==> config.mk <==
export PLATFORM = sky130hd
export DESIGN_NAME = pixel_format_converter
export DESIGN_NICKNAME = d
export VERILOG_FILES = /design/src/rtl/pfc_pkg.sv /design/src/rtl/pfc_unpack.sv /design/src/rtl/pfc_colour.sv /design/src/rtl/pfc_pack.sv /design/src/rtl/pixel_format_converter.sv
export SDC_FILE = /design/constraint.sdc
export NUM_CORES = 1
export LEC_CHECK = 0
export BUFFER_PORTS_ARGS = -buffer_cell sky130_fd_sc_hd__buf_4
export CORE_ASPECT_RATIO = 0.7
export CORE_MARGIN = 5
export CORE_UTILIZATION = 50
export DETAILED_ROUTE_END_ITERATION = 10
export PLACE_DENSITY_LB_ADDON = 0.2
export SLEW_MARGIN = 20
export SYNTH_ARGS = -nofsm -noshare
export SYNTH_HDL_FRONTEND = slang
export SYNTH_SLANG_ARGS = --single-unit
==> constraint.sdc <==
create_clock -name clock -period 9.57 [get_ports clock]
set_input_delay 0.4785 -clock clock [delete_from_list [all_inputs] [get_ports clock]]
set_output_delay 0.4785 -clock clock [all_outputs]
set_load 0.05 [all_outputs]
==> src/rtl/pfc_pkg.sv <==
// ----------------------------------------------------------------------------
// pfc_pkg: shared types and helpers of the pixel format converter
// Format codes, configuration register indexes, stage payload structs and the
// fixed-point clamp used by the colour-space stage.
// ----------------------------------------------------------------------------
package pfc_pkg;

   localparam int PIX_W  = 8;   // one colour byte
   localparam int FMT_W  = 3;   // format code width
   localparam int CNT_W  = 3;   // output byte count width
   localparam int TERM_W = 16;  // signed chroma product
   localparam int SUM_W  = 17;  // luma * 64 plus chroma product
   localparam int PROD_W = 14;  // gray weighting product

   typedef enum logic [FMT_W-1:0] {
      FMT_RGBA = 3'd0,
      FMT_BGRA = 3'd1,
      FMT_RGB  = 3'd2,
      FMT_BGR  = 3'd3,
      FMT_GRAY = 3'd4,
      FMT_YUV  = 3'd5
   } fmt_type;

   typedef enum logic {
      CSR_SRC_FORMAT = 1'b0,
      CSR_DST_FORMAT = 1'b1
   } csr_index_type;

   localparam logic [PIX_W-1:0] ALPHA_OPAQUE = 8'd255;

   typedef struct packed {
      logic             ok;
      logic [CNT_W-1:0] channels;
      logic [FMT_W-1:0] dst;
      logic             gray_copy;  // gray output takes chan0 directly
      logic             is_yuv;
      logic             last;
   } ctrl_type;

   typedef struct packed {
      ctrl_type                  ctrl;
      logic [PIX_W-1:0]          r;
      logic [PIX_W-1:0]          g;
      logic [PIX_W-1:0]          b;
      logic [PIX_W-1:0]          a;
      logic [PIX_W-1:0]          c0;
      logic signed [TERM_W-1:0]  term_r;
      logic signed [TERM_W-1:0]  term_g;
      logic signed [TERM_W-1:0]  term_b;
   } s1_type;

   typedef struct packed {
      ctrl_type          ctrl;
      logic [PIX_W-1:0]  r;
      logic [PIX_W-1:0]  g;
      logic [PIX_W-1:0]  b;
      logic [PIX_W-1:0]  a;
      logic [PIX_W-1:0]  c0;
      logic [PROD_W-1:0] prod_r;
      logic [PROD_W-1:0] prod_g;
      logic [PROD_W-1:0] prod_b;
   } s2_type;

   // floor(x / 64), clamped to 0..255
   function automatic logic [PIX_W-1:0] shift_clamp(input logic signed [SUM_W-1:0] x);
      logic signed [SUM_W-7:0] q;
      q = x[SUM_W-1:6];
      if (q < 0) begin
         return '0;
      end else if (q > 255) begin
         return 8'd255;
      end
      return q[PIX_W-1:0];
   endfunction

endpackage

==> src/rtl/pfc_unpack.sv <==
// ----------------------------------------------------------------------------
// pfc_unpack: first pipeline stage
// Decodes the format pair, unpacks source bytes into R, G, B, A and forms
// the signed chroma products for YUV sources.
// ----------------------------------------------------------------------------
module pfc_unpack (
   input  logic                   clock,
   input  logic                   reset,
   input  logic [2:0]             src_format,
   input  logic [2:0]             dst_format,
   input  logic                   in_valid,
   output logic                   in_ready,
   input  logic [7:0]             chan0,
   input  logic [7:0]             chan1,
   input  logic [7:0]             chan2,
   input  logic [7:0]             chan3,
   input  logic                   last_pixel,
   output logic                   out_valid,
   input  logic                   out_ready,
   output pfc_pkg::s1_type        out_data
);
   import pfc_pkg::*;

   logic                     valid_ff, valid_in;
   s1_type                   data_ff, data_in;
   logic                     src_ok, four_in;
   logic signed [PIX_W-1:0]  u_s, v_s;

   // chroma minus 128 is the byte with its top bit inverted
   assign v_s = {~chan1[7], chan1[6:0]};
   assign u_s = {~chan2[7], chan2[6:0]};

   always_comb begin
      data_in        = '0;
      src_ok         = 1'b1;
      four_in        = 1'b0;
      data_in.c0     = chan0;
      unique case (src_format)
         FMT_RGBA: begin
            data_in.r = chan0; data_in.g = chan1; data_in.b = chan2;
            data_in.a = chan3; four_in = 1'b1;
         end
         FMT_BGRA: begin
            data_in.r = chan2; data_in.g = chan1; data_in.b = chan0;
            data_in.a = chan3; four_in = 1'b1;
         end
         FMT_RGB: begin
            data_in.r = chan0; data_in.g = chan1; data_in.b = chan2;
         end
         FMT_BGR: begin
            data_in.r = chan2; data_in.g = chan1; data_in.b = chan0;
         end
         FMT_GRAY: begin
            data_in.r = chan0; data_in.g = chan0; data_in.b = chan0;
            data_in.a = ALPHA_OPAQUE; four_in = 1'b1;
         end
         FMT_YUV: begin
            data_in.a = ALPHA_OPAQUE; four_in = 1'b1;
         end
         default: begin
            src_ok = 1'b0;
         end
      endcase

      data_in.term_r = TERM_W'(v_s) * 16'sd73;
      data_in.term_g = -(TERM_W'(u_s) * 16'sd25 + TERM_W'(v_s) * 16'sd37);
      data_in.term_b = TERM_W'(u_s) * 16'sd130;

      data_in.ctrl.ok        = src_ok;
      data_in.ctrl.channels  = '0;
      data_in.ctrl.dst       = dst_format;
      data_in.ctrl.gray_copy = (src_format == FMT_GRAY) || (src_format == FMT_YUV);
      data_in.ctrl.is_yuv    = (src_format == FMT_YUV);
      data_in.ctrl.last      = last_pixel;
      unique case (dst_format)
         FMT_RGBA, FMT_BGRA: begin
            data_in.ctrl.channels = 3'd4;
            if (!four_in) begin
               data_in.ctrl.ok = 1'b0;
            end
         end
         FMT_RGB, FMT_BGR: data_in.ctrl.channels = 3'd3;
         FMT_GRAY:         data_in.ctrl.channels = 3'd1;
         default:          data_in.ctrl.ok       = 1'b0;
      endcase
      if (!data_in.ctrl.ok) begin
         data_in.ctrl.channels = '0;
      end
   end

   assign in_ready = !valid_ff || out_ready;

   always_comb begin
      valid_in = in_ready ? in_valid : valid_ff;
   end

   always_ff @(posedge clock) begin
      if (reset) begin
         valid_ff <= 1'b0;
      end else begin
         valid_ff <= valid_in;
      end
   end

   always_ff @(posedge clock) begin
      if (in_valid && in_ready) begin
         data_ff <= data_in;
      end
   end

   assign out_valid = valid_ff;
   assign out_data  = data_ff;

endmodule

==> src/rtl/pfc_colour.sv <==
// ----------------------------------------------------------------------------
// pfc_colour: second pipeline stage
// Sums luma and chroma terms, shifts and clamps for YUV sources, and forms
// the weighted products for gray output from colour sources.
// ----------------------------------------------------------------------------
module pfc_colour (
   input  logic               clock,
   input  logic               reset,
   input  logic               in_valid,
   output logic               in_ready,
   input  pfc_pkg::s1_type    in_data,
   output logic               out_valid,
   input  logic               out_ready,
   output pfc_pkg::s2_type    out_data
);
   import pfc_pkg::*;

   logic                    valid_ff, valid_in;
   s2_type                  data_ff, data_in;
   logic signed [SUM_W-1:0] y64, sum_r, sum_g, sum_b;

   assign y64   = $signed({3'b000, in_data.c0, 6'b000000});
   assign sum_r = y64 + SUM_W'(in_data.term_r);
   assign sum_g = y64 + SUM_W'(in_data.term_g);
   assign sum_b = y64 + SUM_W'(in_data.term_b);

   always_comb begin
      data_in.ctrl   = in_data.ctrl;
      data_in.a      = in_data.a;
      data_in.c0     = in_data.c0;
      data_in.prod_r = PROD_W'(in_data.r) * 14'd19;
      data_in.prod_g = PROD_W'(in_data.g) * 14'd38;
      data_in.prod_b = PROD_W'(in_data.b) * 14'd7;
      if (in_data.ctrl.is_yuv) begin
         data_in.r = shift_clamp(sum_r);
         data_in.g = shift_clamp(sum_g);
         data_in.b = shift_clamp(sum_b);
      end else begin
         data_in.r = in_data.r;
         data_in.g = in_data.g;
         data_in.b = in_data.b;
      end
   end

   assign in_ready = !valid_ff || out_ready;

   always_comb begin
      valid_in = in_ready ? in_valid : valid_ff;
   end

   always_ff @(posedge clock) begin
      if (reset) begin
         valid_ff <= 1'b0;
      end else begin
         valid_ff <= valid_in;
      end
   end

   always_ff @(posedge clock) begin
      if (in_valid && in_ready) begin
         data_ff <= data_in;
      end
   end

   assign out_valid = valid_ff;
   assign out_data  = data_ff;

endmodule

==> src/rtl/pfc_pack.sv <==
// ----------------------------------------------------------------------------
// pfc_pack: third pipeline stage and output register
// Finishes the gray sum and packs bytes in destination channel order.
// ----------------------------------------------------------------------------
module pfc_pack (
   input  logic               clock,
   input  logic               reset,
   input  logic               in_valid,
   output logic               in_ready,
   input  pfc_pkg::s2_type    in_data,
   output logic               out_valid,
   input  logic               out_ready,
   output logic [7:0]         out0,
   output logic [7:0]         out1,
   output logic [7:0]         out2,
   output logic [7:0]         out3,
   output logic [2:0]         out_channels,
   output logic               bad_pair,
   output logic               last_out
);
   import pfc_pkg::*;

   logic              valid_ff, valid_in;
   logic [PROD_W-1:0] gray_sum;
   logic [PIX_W-1:0]  gray;
   logic [PIX_W-1:0]  o0_in, o1_in, o2_in, o3_in;
   logic [PIX_W-1:0]  o0_ff, o1_ff, o2_ff, o3_ff;
   logic [CNT_W-1:0]  chan_ff;
   logic              bad_ff, last_ff;

   // weights sum to 64, so the sum never exceeds 64 * 255
   assign gray_sum = in_data.prod_r + in_data.prod_g + in_data.prod_b;
   assign gray     = in_data.ctrl.gray_copy ? in_data.c0 : gray_sum[PROD_W-1:6];

   always_comb begin
      o0_in = '0; o1_in = '0; o2_in = '0; o3_in = '0;
      if (in_data.ctrl.ok) begin
         unique case (in_data.ctrl.dst)
            FMT_RGBA: begin
               o0_in = in_data.r; o1_in = in_data.g; o2_in = in_data.b;
               o3_in = in_data.a;
            end
            FMT_BGRA: begin
               o0_in = in_data.b; o1_in = in_data.g; o2_in = in_data.r;
               o3_in = in_data.a;
            end
            FMT_RGB: begin
               o0_in = in_data.r; o1_in = in_data.g; o2_in = in_data.b;
            end
            FMT_BGR: begin
               o0_in = in_data.b; o1_in = in_data.g; o2_in = in_data.r;
            end
            FMT_GRAY: o0_in = gray;
            default:  o0_in = '0;
         endcase
      end
   end

   assign in_ready = !valid_ff || out_ready;

   always_comb begin
      valid_in = in_ready ? in_valid : valid_ff;
   end

   always_ff @(posedge clock) begin
      if (reset) begin
         valid_ff <= 1'b0;
      end else begin
         valid_ff <= valid_in;
      end
   end

   always_ff @(posedge clock) begin
      if (in_valid && in_ready) begin
         o0_ff   <= o0_in;
         o1_ff   <= o1_in;
         o2_ff   <= o2_in;
         o3_ff   <= o3_in;
         chan_ff <= in_data.ctrl.channels;
         bad_ff  <= !in_data.ctrl.ok;
         last_ff <= in_data.ctrl.last;
      end
   end

   assign out_valid    = valid_ff;
   assign out0         = o0_ff;
   assign out1         = o1_ff;
   assign out2         = o2_ff;
   assign out3         = o3_ff;
   assign out_channels = chan_ff;
   assign bad_pair     = bad_ff;
   assign last_out     = last_ff;

endmodule

==> src/rtl/pixel_format_converter.sv <==
// ----------------------------------------------------------------------------
// pixel_format_converter: packed pixel format and colour-space converter
// Converts one pixel per request between RGBA, BGRA, RGB, BGR, gray and YUV
// source formats and RGBA, BGRA, RGB, BGR and gray destination formats.
// ----------------------------------------------------------------------------
// The converter takes one pixel request per clock cycle while the response
// side does not stall, and returns one response per request, in order, each
// from the output register. It is a three-stage pipeline: unpack and
// chroma products, luma/chroma sum with shift and clamp (or gray weighting
// products), then gray sum and packing into the output register. Each stage
// carries its own valid bit and a stage advances whenever the stage after it
// is empty or moving, so a full pipeline keeps streaming at one pixel per
// cycle while rsp_ready stays high, and req_ready drops only when all three
// stages hold a pixel and the response is not taken. The formats are chosen
// by two registers written through the csr_ port (index 0 source format,
// index 1 destination format; csr_ready is always high). Write them only
// while no request is in flight. Unsupported pairs give zero bytes, a zero
// channel count and bad_pair set; last_out always follows last_pixel.
// ----------------------------------------------------------------------------
module pixel_format_converter (
   input  logic       clock,
   input  logic       reset,
   // configuration
   input  logic       csr_valid,
   output logic       csr_ready,
   input  logic       csr_index,
   input  logic [2:0] csr_data,
   // pixel requests
   input  logic       req_valid,
   output logic       req_ready,
   input  logic [7:0] req_chan0,
   input  logic [7:0] req_chan1,
   input  logic [7:0] req_chan2,
   input  logic [7:0] req_chan3,
   input  logic       req_last_pixel,
   // pixel responses
   output logic       rsp_valid,
   input  logic       rsp_ready,
   output logic [7:0] rsp_out0,
   output logic [7:0] rsp_out1,
   output logic [7:0] rsp_out2,
   output logic [7:0] rsp_out3,
   output logic [2:0] rsp_out_channels,
   output logic       rsp_bad_pair,
   output logic       rsp_last_out
);
   import pfc_pkg::*;

   logic [FMT_W-1:0] src_format_ff, src_format_in;
   logic [FMT_W-1:0] dst_format_ff, dst_format_in;

   logic   s1_valid, s1_ready;
   s1_type s1_data;
   logic   s2_valid, s2_ready;
   s2_type s2_data;

   // Configuration registers: always accept a write.
   assign csr_ready = 1'b1;

   always_comb begin
      src_format_in = src_format_ff;
      dst_format_in = dst_format_ff;
      if (csr_valid) begin
         unique case (csr_index)
            CSR_SRC_FORMAT: src_format_in = csr_data;
            CSR_DST_FORMAT: dst_format_in = csr_data;
            default:        src_format_in = src_format_ff;
         endcase
      end
   end

   always_ff @(posedge clock) begin
      if (reset) begin
         src_format_ff <= FMT_RGBA;
         dst_format_ff <= FMT_RGBA;
      end else begin
         src_format_ff <= src_format_in;
         dst_format_ff <= dst_format_in;
      end
   end

   // Stage 1: decode the pair, unpack the bytes, form chroma products.
   pfc_unpack u_unpack (
      .clock      (clock),
      .reset      (reset),
      .src_format (src_format_ff),
      .dst_format (dst_format_ff),
      .in_valid   (req_valid),
      .in_ready   (req_ready),
      .chan0      (req_chan0),
      .chan1      (req_chan1),
      .chan2      (req_chan2),
      .chan3      (req_chan3),
      .last_pixel (req_last_pixel),
      .out_valid  (s1_valid),
      .out_ready  (s1_ready),
      .out_data   (s1_data)
   );

   // Stage 2: sum, shift and clamp YUV; weight colour bytes for gray.
   pfc_colour u_colour (
      .clock     (clock),
      .reset     (reset),
      .in_valid  (s1_valid),
      .in_ready  (s1_ready),
      .in_data   (s1_data),
      .out_valid (s2_valid),
      .out_ready (s2_ready),
      .out_data  (s2_data)
   );

   // Stage 3: finish gray, pack in destination order, hold the response.
   pfc_pack u_pack (
      .clock        (clock),
      .reset        (reset),
      .in_valid     (s2_valid),
      .in_ready     (s2_ready),
      .in_data      (s2_data),
      .out_valid    (rsp_valid),
      .out_ready    (rsp_ready),
      .out0         (rsp_out0),
      .out1         (rsp_out1),
      .out2         (rsp_out2),
      .out3         (rsp_out3),
      .out_channels (rsp_out_channels),
      .bad_pair     (rsp_bad_pair),
      .last_out     (rsp_last_out)
   );

`ifndef NO_ASSERTIONS
   // An error response carries no bytes and no channel count.
   a_bad_is_zero: assert property (@(posedge clock) disable iff (reset)
      rsp_valid && rsp_bad_pair |->
         rsp_out_channels == 3'd0 && rsp_out0 == 8'd0 && rsp_out1 == 8'd0 &&
         rsp_out2 == 8'd0 && rsp_out3 == 8'd0)
      else $error("error response with non-zero payload");

   // A good response always reports 1, 3 or 4 bytes.
   a_good_count: assert property (@(posedge clock) disable iff (reset)
      rsp_valid && !rsp_bad_pair |->
         rsp_out_channels == 3'd1 || rsp_out_channels == 3'd3 ||
         rsp_out_channels == 3'd4)
      else $error("good response with bad channel count");

   // Unused bytes of gray and three-channel output are zero.
   a_unused_zero: assert property (@(posedge clock) disable iff (reset)
      rsp_valid && (rsp_out_channels == 3'd1 || rsp_out_channels == 3'd3) |->
         rsp_out3 == 8'd0 &&
         (rsp_out_channels == 3'd3 || (rsp_out1 == 8'd0 && rsp_out2 == 8'd0)))
      else $error("unused output byte not zero");

   // Back-pressure reaches the request side only when every stage is full.
   a_ready_full: assert property (@(posedge clock) disable iff (reset)
      !req_ready |-> s1_valid && s2_valid && rsp_valid && !rsp_ready)
      else $error("request stalled with room in the pipeline");
`endif

endmodule

# After elaboration in Yosys (flattened, before gate mapping)
# Cells that the tools add are included.
# W data, S select, Z words.
[op_classes] add_sub_neg=7 n_mul=7 order_cmp=6 eq_ne=13 n_mux=29 n_bitwise=3 n_reduce_logical=31
[ops] cell="$mux W8" count=10
[ops] cell="$pmux W24 S3" count=1
[ops] cell="$add A15 B16 Y17" count=3
[ops] cell="$gt A11 B9 Y1 const B" count=3
[ops] cell="$lt A11 B1 Y1 const B" count=3
[ops] cell="$pmux W8 S2" count=2
[ops] cell="$mul A8 B5 Y13 const B" count=2
[ops] cell="$mux W24" count=1
[ops] cell="$pmux W8 S3" count=1
[ops] cell="$eq A3 B2 Y1 const B" count=6
[ops] cell="$reduce_or A2 Y1" count=9
[ops] cell="$add A16 B16 Y16" count=1
[ops] cell="$mul A8 B8 Y16 const B" count=1
[ops] cell="$neg A16 Y16" count=1
[ops] cell="$mul A8 B7 Y15 const B" count=1
[ops] cell="$mul A8 B8 Y15 const B" count=1
[ops] cell="$add A13 B14 Y14" count=1
[ops] cell="$add A14 B11 Y14" count=1
[ops] cell="$mul A8 B6 Y14 const B" count=1
[ops] cell="$eq A3 B3 Y1 const B" count=4
[ops] cell="$mux W1" count=12
[ops] cell="$mul A8 B3 Y11 const B" count=1
[ops] cell="$eq A3 B1 Y1 const B" count=3
[ops] cell="$logic_not A3 Y1" count=3
[ops] cell="10 further kinds" count=24
[totals] reg_bits=229 inputBits=42 out_inout_bits=40 word_cells=135

# Logic depth before layout (Yosys ltp)
# Gate-level depths: netlist (run 1).
[logic_depth] word_depth=7 mapped_depth=21 depth_no_buf=19

# Cells and area by module
# A second synthesis (run 1) with hierarchy kept.
[unflattened] cells_unflattened=1400 hier_area_um2=15995.3
[by_module_without_submodules] mod="pfc_unpack" n_inst=1 cells_each=578 area_per_inst_um2=6880.3
[by_module_without_submodules] mod="pfc_colour" n_inst=1 cells_each=580 area_per_inst_um2=6402.4
[by_module_without_submodules] mod="pfc_pack" n_inst=1 cells_each=217 area_per_inst_um2=2444.8
[by_module_without_submodules] mod="pixel_format_converter" n_inst=1 cells_each=25 area_per_inst_um2=267.8

# Worst setup path before layout (run 1)
# No wires, ideal clock.
[synth_path] path_kind="reg-to-reg" start="register u_pack.valid_ff, in the netlist u_pack.out_valid" end="register u_colour.data_ff, in the netlist u_colour.out_data[0], enable pin" setup_ns=0.662 arrival_time_ns=6.974 path_slack_ns=1.934 stages_incl_launch_ff=3 period_less_slack_ns=7.636 path_cell_list="dfxtp_1 > nor2b_1 > a21boi_0"
[synth_via] elab_chain_cells=4
[synth_rtl] item="from (decl)" line="pfc_pack.sv:23" source="logic valid_ff, valid_in;"
[synth_rtl] item="from (signal assigned)" line="pfc_pack.sv:69" source="valid_ff <= valid_in;"
[synth_rtl] item="$logic_not A1 Y1" line="pfc_pack.sv:59" source="assign in_ready = !valid_ff || out_ready;"
[synth_rtl] item="$logic_or A1 B1 Y1" line="pfc_pack.sv:59"
[synth_rtl] item="$logic_or A1 B1 Y1" line="pfc_colour.sv:45" source="assign in_ready = !valid_ff || out_ready;"
[synth_rtl] item="$logic_and A1 B1 Y1" line="pfc_colour.sv:60" source="if (in_valid && in_ready) begin"
[synth_rtl] item="to (signal assigned)" line="pfc_colour.sv:61" source="data_ff <= data_in;"
[synth_rtl] item="to (decl)" line="pfc_colour.sv:19" source="s2_type data_ff, data_in;"
# Every way passes these cells.
# A chain may end at the register's enable or synchronous reset.

==> impl_metrics.tcl, run 1 <==
set metrics [dict create \
    clk_path_buf_depth 3 \
    power_switching_mw 1.40 \
    crit_buf_inv 4 \
    switching_share 0.357 \
    slew_headroom 0.302 \
    wl_per_cell_um 19.1 \
    clock_latency_ns 0.52 \
    first_pass_iters 5 \
    grt_pass1_wl_mm 55.4 \
    via_count 10400 \
    ys_warn_count 0 \
    p_per_area_nw_per_um2 233 \
    vdd_ir_drop_max_v 0.000137 \
    cts_buffers 22 \
    finalMaxSlewViolations 0 \
    clockRootBuffer "clkbuf_16" \
    ys_ff_latch 212 \
    num_io_pins 82 \
    period_share 0.547 \
    drc 0 \
    synth_nets 1647 \
    die_h_um 155 \
    io_buffers 80 \
    drtIter0Drc 797 \
    worstSetupPathType "in2reg" \
    post_cts_resized 0 \
    viasPerCell 5.69 \
    setup-tns-final_ns 0 \
    grt-ovfl-total 0 \
    wl_mm 34.9 \
    seqCellArea_um2 6280 \
    h-tree-depth 1 \
    ys_seq_area_frac 0.419 \
    synthArstFlopShare 0 \
    cp_cell_sequence "buf_4, inv_1, ha_1, inv_1, fa_1, fa_1, inv_1, ha_1, and3_1, a21oi_1, o21ai_0, nor2_1, xor2_1, ha_1, ha_1, a21oi_1, a21boi_0, o21ba_2, and4b_1, nor4_1" \
    synthFlopType "edfxtp_1" \
    hold_ws_ns 0.136 \
    postPlaceCellArea_um2 16000 \
    start_util 0.503 \
    grt_setup_unrepaired "no" \
    path_common_cell "ha_1" \
    stdcell_area_um2 16800 \
    outcome "finished, final reports clean" \
    grt_max_degree 71 \
    finalCriticalPeriod_ns 5.24 \
    r2r_cells 10 \
    synth_edf_count 203 \
    cp_max_fo 20 \
    path_clk_slew_ns 0.06 \
    cp.required_ns 9.88 \
    clock_skew_ns 0.00884 \
    cts_tree "done" \
    die_area_um2 33600 \
    setup_ws_ns 4.33 \
    fp-row-count 53 \
    die_x_um 217 \
    cp-start-kind "input port" \
    hp-class "in2reg" \
    worst_pin_slew_ns 1.05 \
    cp.depth 20 \
    pwr-share-clk 0.242 \
    seq_power_share 0.329 \
    setup_viol 0 \
    holdPathStages 1 \
    drive_gt1_frac 0.104 \
    areaGrowthSynthToFinish_pct 12.5 \
    p_total_mw 3.92 \
    cts_hold_buffers 0 \
    clock-sinks 212 \
    p_leak_nw 7.23 \
    hold_violations 0 \
    pre_cts_ws_ns 3.82 \
    grt_pass1_vias 9901 \
    cts_setup_buffers 0 \
    final_cell_mix "ha_1, edfxtp_1, inv_1" \
    slowest_delay_ns 0.57 \
    slowest_stage "inv_1" \
    syn_inst 1349 \
    wl_met2_mm 14.0 \
    synth.cell_area_um2 15000 \
    critical_path.top_delay_family "adder cells" \
    antenna_cells 0 \
    maxCapViolCount 0 \
    antenna_found_initial 0 \
    layout_commonest_cell "ha_1" \
    comb_power_share 0.429 \
    arrival_ns 5.55 \
    filler_cell_count 2519 \
    ant_nets 0 \
    ys_types 79 \
    internal_power_mw 2.52 \
    multi_input_area_um2 8150 \
    nets 1730 \
    wl_met1_mm 17.9 \
    avgSynthCellArea_um2 11.1 \
    wl_met3_mm 2.59 \
    place_congestion 0.887 \
    coreArea_um2 29800 \
    routed.top_layer "met4" \
    max_freq_mhz 191 \
    dp_hpwl_mm 27.1 \
    crit_path_end_kind "flip-flop" \
    grt_usage 0.209 \
]
[synthesized netlist by cell type (22+ instances only)]
master,number,share of area
xor2_1,22,0.013
a21o_1,25,0.013
a21oi_1,67,0.022
edfxtp_1,203,0.41
nand2_1,74,0.019
o21ai_0,60,0.020
nor3_1,23,0.0077
fa_1,49,0.065
inv_1,123,0.031
nor2b_1,27,0.011
xnor2_1,53,0.031
mux2i_1,22,0.015
ha_1,207,0.17
nor2_1,112,0.028
[per-stage QoR]
stage                     utilization  instances
after floorplan                     -       1349
after global placement          0.537       1791
after detailed placement        0.538       1792
after CTS                       0.565       1832
after global routing            0.566       1833
final                           0.566       1833
[final cells by class]
cell class | instances | area share
Inverter | 123 | 0.0274
Tap cell | 385 | 0.0286
Timing Repair Buffer | 86 | 0.0403
Clock inverter | 15 | 0.0126
Sequential cell | 212 | 0.373
Multi-Input combinational cell | 987 | 0.484
Clock buffer | 25 | 0.0346
[path summary, 6_finish.rpt]
path	startpoint	to	slack (ns)
min reg2reg	u_unpack.out_data[88]$_DFFE_PP_	u_colour.out_data[82]$_DFFE_PP_	0.42
max	req_chan1[7]	u_unpack.out_data[31]$_DFFE_PP_	4.33
max reg2reg	u_unpack.out_data[84]$_DFFE_PP_	u_colour.out_data[40]$_DFFE_PP_	6.24
min	req_last_pixel	u_unpack.out_data[88]$_DFFE_PP_	0.14
[power groups by stage]
stage	logic (mW)	clock network, mW	registers [mW]
5_1_grt	1.89	1.01	1.30
2_1_floorplan	1.29	0	1.28
4_1_cts	1.67	0.970	1.29
3_5_place_dp	1.66	0	1.31
6_report	1.68	0.949	1.29
3_3_place_gp	1.62	0	1.31
[state kept, by name, summed over array words and instances (netlist names)]
| register | count |
|---|---|
| u_pack.bad_pair | 1 |
| u_unpack.out_valid | 1 |
| u_pack.out_valid | 1 |
| dst_format_ff | 3 |
| u_colour.out_valid | 1 |
| u_pack.out0 | 8 |
| u_pack.out2 | 8 |
| src_format_ff | 3 |
| u_pack.out3 | 8 |
| u_pack.out_channels | 3 |
| u_pack.last_out | 1 |
| u_pack.out1 | 8 |
| u_unpack.out_data | 80 |
| u_colour.out_data | 86 |
[routing by layer]
| layer | global-route usage | vias to the layer above |
|---|---|---|
| met4 | 0.0307 | 0 |
| met5 | 0 | - |
| met1 | 0.341 | 5013 |
| li1 | - | 5089 |
| met3 | 0.0452 | 33 |
| met2 | 0.290 | 299 |
[cells by family after synthesis]
group,count (synthesis),share of synthesized area
adders and majority gates,256,0.238
AOI/OAI and AO/OA,292,0.133
other,1,0.000250
xor gates and xnor gates,75,0.0439
and+or+nand+nor,341,0.112
buffers and inverters,150,0.0388
muxes,22,0.0147
DFF,212,0.419
Power figures use the tool's default switching activity.
==> inputs of run 2 (changes only) <==
==> constraint.sdc (replaced) <==
create_clock -name clock -period 4.94 [get_ports clock]
set_input_delay 0.247 -clock clock [delete_from_list [all_inputs] [get_ports clock]]
set_output_delay 0.247 -clock clock [all_outputs]
set_load 0.05 [all_outputs]
==> run 2 against run 1 <==
  * Global-route usage down 0.31 points
  * Sequential power up 95%
  * First-iteration DRC count up 5.1%
  * Clock skew up 0.0099 ns
  * Final area up 0.74%
  * Combinational power up 98%
  * Flip-flop and latch count unchanged
  * Clock power up 64%
  * Largest cell class unchanged
  * Largest power group unchanged
  * Wire length down 1.1%
  * Critical path type unchanged
  * Power up 89%
  * Die area unchanged
  * Register-to-register slack worse by 4.7 ns
==> impl_metrics.tcl, run 2 (synthesis gave the netlist of run 1 again) <==
set metrics [dict create \
    outcome "finished, final reports clean" \
    die_area_um2 33600 \
    slew_headroom 0.316 \
    antenna_cells 0 \
    grt_usage 0.206 \
    nets 1758 \
    slowest_delay_ns 0.54 \
    cp-start-kind "input port" \
    fp-row-count 53 \
    post_cts_resized 0 \
    clk_path_buf_depth 3 \
    grt_pass1_wl_mm 54.9 \
    clock-sinks 212 \
    vdd_ir_drop_max_v 0.000259 \
    largest_register_ffs 86 \
    io_buffers 80 \
    seqCellArea_um2 6280 \
    cts_buffers 22 \
    hold_violations 0 \
    h-tree-depth 1 \
    finalCriticalPeriod_ns 4.68 \
    viasPerCell 5.63 \
    worstSetupPathType "in2reg" \
    wl_mm 34.5 \
    clock_latency_ns 0.52 \
    start_util 0.503 \
    cp_max_fo 6 \
    grt_setup_unrepaired "no" \
    cp.required_ns 5.28 \
    period_share 0.948 \
    arrival_ns 5.03 \
    setup_viol 0 \
    die_h_um 155 \
    coreArea_um2 29800 \
    p_per_area_nw_per_um2 436 \
    cts_tree "done" \
    areaGrowthSynthToFinish_pct 13.3 \
    max_freq_mhz 213 \
    ant_nets 0 \
    cp_cell_sequence "dlygate4sd3_1, buf_4, fa_1, ha_1, ha_1, fa_1, a21o_1, a21oi_1, o21bai_1, a21oi_1, xor2_1, ha_1, ha_1, a21o_1, a21oi_1, a21boi_0, o21ba_2, and4b_1, nor4_1" \
    crit_buf_inv 2 \
    die_x_um 217 \
    finalMaxSlewViolations 0 \
    p_leak_nw 7.28 \
    drtIter0Drc 838 \
    dp_hpwl_mm 26.5 \
    hp-class "in2reg" \
    filler_cell_count 2490 \
    num_io_pins 82 \
    grt_max_degree 87 \
    dp.cells 1797 \
    maxCapViolCount 0 \
    place_congestion 0.855 \
    wl_per_cell_um 18.6 \
    layout_commonest_cell "ha_1" \
    setup-tns-final_ns 0 \
    antenna_found_initial 0 \
    drc 0 \
    path_common_cell "ha_1" \
    drive_gt1_frac 0.100 \
    grt-ovfl-total 0 \
    final_cell_mix "ha_1, edfxtp_1, inv_1" \
    crit_path_end_kind "flip-flop" \
    first_pass_iters 5 \
    worst_pin_slew_ns 1.03 \
    slowest_stage "dlygate4sd3_1" \
    instances_no_fill 1860 \
    clockRootBuffer "clkbuf_16" \
    clock_skew_ns 0.0188 \
    critical_path.top_delay_family "adder cells" \
    multi_input_area_um2 8150 \
    grt_pass1_vias 9897 \
    via_count 10500 \
    path_clk_slew_ns 0.06 \
]
-- run 2: cell count changes in the layout (fill, tap and decap cells not counted) --
cell,delta
buf_4,+5
inv_8,-1
clkbuf_16,-1
clkbuf_1,+8
clkinv_8,+2
buf_6,+1
dlygate4sd3_1,+23
clkinvlp_4,-1
bufinv_16,-4
clkinv_1,-2
buf_16,-1
inv_6,-2
-- run 2: metal layers --
metal / routed length (um) / track usage / vias to the layer above
met4: 603 / 0.0364 / 0
met1: 17400 / 0.338 / 4949
li1: - / - / 5146
met5: 0 / 0 / -
met3: 2980 / 0.0419 / 37
met2: 13500 / 0.282 / 331
-- run 2: power by group --
| part | leakage [nW] | switching [mW] | internal [mW] | total (mW) |
|---|---|---|---|---|
| Clock | 0.322 | 0.677 | 0.885 | 1.56 |
| Combinational | 4.95 | 1.86 | 1.47 | 3.33 |
| Sequential | 2.01 | 0.180 | 2.33 | 2.51 |
| Total | 7.28 | 2.72 | 4.69 | 7.40 |
-- run 2: layout make-up --
cell class,instances,area share
Clock inverter,7,0.00472
Sequential cell,212,0.370
Multi-Input combinational cell,987,0.480
Tap cell,385,0.0284
Clock buffer,32,0.0347
Timing Repair Buffer,114,0.0548
Inverter,123,0.0272
-- run 2: tightest hold or removal path, cell delays in order --
cell,delay [ns]
buf_4,0.13
nand3_1,0.08
a21oi_1,0.05
-- run 2: path summary, 6_finish.rpt --
path                                                       from                              end  slack (ns)  cells after the start
worst min register to register  u_unpack.out_data[62]$_DFFE_PP_  u_colour.out_data[56]$_DFFE_PP_        0.42                      0
worst max-delay path                               req_chan2[5]  u_unpack.out_data[31]$_DFFE_PP_        0.26                     19
worst min-delay path                                  csr_index    dst_format_ff[2]$_SDFFE_PP0P_        0.03                      3
worst max register to register  u_unpack.out_data[84]$_DFFE_PP_  u_colour.out_data[40]$_DFFE_PP_        1.58                     10
-- run 2: per-stage QoR --
stage	setup slack (ns)	utilization	instance area [um2]	power, mW	hold slack, ns
3_3_place_gp	0.138	0.539	16000	5.73	0.401
5_1_grt	0.0130	0.570	17000	7.94	0.0254
6_report	0.256	0.570	17000	7.40	0.0337
2_1_floorplan	0.0938	-	15000	4.99	0.346
4_1_cts	0.327	0.569	16900	7.40	0.00793
3_5_place_dp	0.0600	0.539	16000	5.80	0.405
-- run 2: timing repair --
item / 4_1_cts / 5_1_grt
setup buffers: 0 / 0
endpoints found under the setup margin: 0 / 0
endpoints found under the hold margin: 26 / 0
hold buffers: 23 / 0
==> inputs of run 3 (changes only) <==
--- a/config.mk
+++ b/config.mk
@@ -14,4 +14,5 @@
 export SLEW_MARGIN = 20
 export SYNTH_ARGS = -nofsm -noshare
 export SYNTH_HDL_FRONTEND = slang
+export SYNTH_HIERARCHICAL = 1
 export SYNTH_SLANG_ARGS = --single-unit
==> run 3 against run 2 <==
  * Synthesized cell count rose by 2.0%
  * Setup slack improved by 0.47 ns
  * Utilization rose by 0.36 points
  * Power rose by 22%
  * Non-clock buffer count fell by 16
  * Clock power rose by 15%
  * Final cell count rose by 1.9%
  * Fmax rose by 11%
  * First-iteration DRC count rose by 20%
  * Combinational power rose by 41%
  * Sequential share of layout area fell by 0.79 points
  * Critical path depth fell by 3
==> impl_metrics.tcl, run 3 <==
set metrics [dict create \
    grt_usage 0.218 \
    p_leak_nw 7.39 \
    grt_pass1_vias 10500 \
    largest_register_ffs 86 \
    nets 1765 \
    syn_inst 1376 \
    grt-ovfl-total 0 \
    ys_warn_count 6 \
    crit_path_end_kind "flip-flop" \
    cp-start-kind "input port" \
    start_util 0.510 \
    clk_path_buf_depth 3 \
    layout_commonest_cell "edfxtp_1" \
    cts_tree "done" \
    vdd_ir_drop_max_v 0.000693 \
    fp-row-count 53 \
    setup-tns-final_ns 0 \
    worst_pin_slew_ns 0.934 \
    arrival_ns 4.53 \
    path_clk_slew_ns 0.06 \
    io_buffers 80 \
    p_per_area_nw_per_um2 520 \
    worstHoldStart "req_chan3[5]" \
    period_share 0.853 \
    drive_gt1_frac 0.106 \
    grt_setup_unrepaired "no" \
    clockRootBuffer "clkbuf_16" \
    drc 0 \
    crit_path_start "req_chan2[1]" \
    via_count 10600 \
    h-tree-depth 1 \
    die_area_um2 34500 \
    cts_setup_buffers 0 \
    wl_per_cell_um 19.6 \
    hold_ws_ns 0.0343 \
    antenna_found_initial 0 \
    finalMaxSlewViolations 0 \
    grt_pass1_wl_mm 58.7 \
    antenna_cells 0 \
    grt_max_degree 62 \
    areaGrowthSynthToFinish_pct 12.5 \
    worst_r2r_startpoint "u_unpack/out_data[48]$_DFFE_PP_" \
    clock_skew_ns 0.0188 \
    coreArea_um2 30200 \
    die_h_um 157 \
    num_io_pins 82 \
    filler_cell_count 2593 \
    maxCapViolCount 0 \
    clock-sinks 212 \
    post_cts_resized 0 \
    ant_nets 0 \
    cts_buffers 22 \
    outcome "finished, final reports clean" \
    setup_viol 0 \
    drtIter0Drc 1004 \
    worstSetupPathType "in2reg" \
    cp.required_ns 5.26 \
    max_freq_mhz 237 \
    wl_mm 37.1 \
    synth.cell_area_um2 15400 \
    cp_max_fo 7 \
    dp_hpwl_mm 29.5 \
    clock_latency_ns 0.50 \
    avgSynthCellArea_um2 11.2 \
    p_total_mw 9.02 \
    place_congestion 0.921 \
    viasPerCell 5.61 \
    final_cell_mix "edfxtp_1, ha_1, inv_1" \
    hp-class "in2reg" \
    finalCriticalPeriod_ns 4.21 \
    die_x_um 220 \
    slew_headroom 0.377 \
    first_pass_iters 5 \
    hold_violations 0 \
]
==> run 3: critical path, cell delays in order <==
cell,delay [ns]
buf_4,0.14
ha_1,0.32
fa_1,0.51
inv_1,0.05
fa_1,0.47
fa_1,0.50
inv_1,0.06
fa_1,0.45
fa_1,0.51
inv_1,0.04
ha_1,0.30
a21o_1,0.16
a21oi_1,0.23
a21o_1,0.17
nand2_1,0.07
o311ai_1,0.29
==> run 3: power breakdown <==
part / internal (mW) / total, mW / switching, mW
combinational: 1.93 / 4.68 / 2.75
clock: 1.11 / 1.80 / 0.691
sequential: 2.38 / 2.54 / 0.165
total: 5.42 / 9.02 / 3.60
==> run 3: worst paths after layout <==
path | endpoint | slack, ns | cells after the start
min reg2reg | u_pack/out_channels[2]$_DFFE_PP_ | 0.42 | 0
min | u_unpack/out_data[61]$_DFFE_PP_ | 0.03 | 3
max reg2reg | u_colour/out_data[78]$_DFFE_PP_ | 1.66 | 8
max | u_unpack/out_data[28]$_DFFE_PP_ | 0.73 | 16
==> run 3: per-layer routing <==
metal | part of all wire | track usage
met5 | 0 | 0
met4 | 0.021 | 0.0398
met3 | 0.071 | 0.0375
met2 | 0.43 | 0.321
met1 | 0.48 | 0.342
==> run 3: layout make-up <==
cell class,instances,area [um2],area share
clock buffer,24,579,0.0334
sequential,212,6280,0.362
timing repair buffer,98,763,0.0440
inverter,175,657,0.0379
tap,412,515,0.0297
clock inverter,16,216,0.0125
multi-input combinational,959,8340,0.481
==> run 3: per-stage QoR <==
stage	std cells	setup slack [ns]	util	area [um2]
3_5_place_dp	1845	0.176	0.544	16400
2_1_floorplan	1380	0.514	-	15400
3_3_place_gp	1845	0.288	0.544	16400
4_1_cts	1896	0.737	0.574	17300
5_1_grt	1896	0.464	0.574	17300
6_report	1896	0.728	0.574	17300
==> run 3: what timing repair did <==
action | CTS | global route
endpoints found under the hold margin | 12 | 0
hold buffers | 11 | 0
endpoints found under the setup margin | 0 | 0
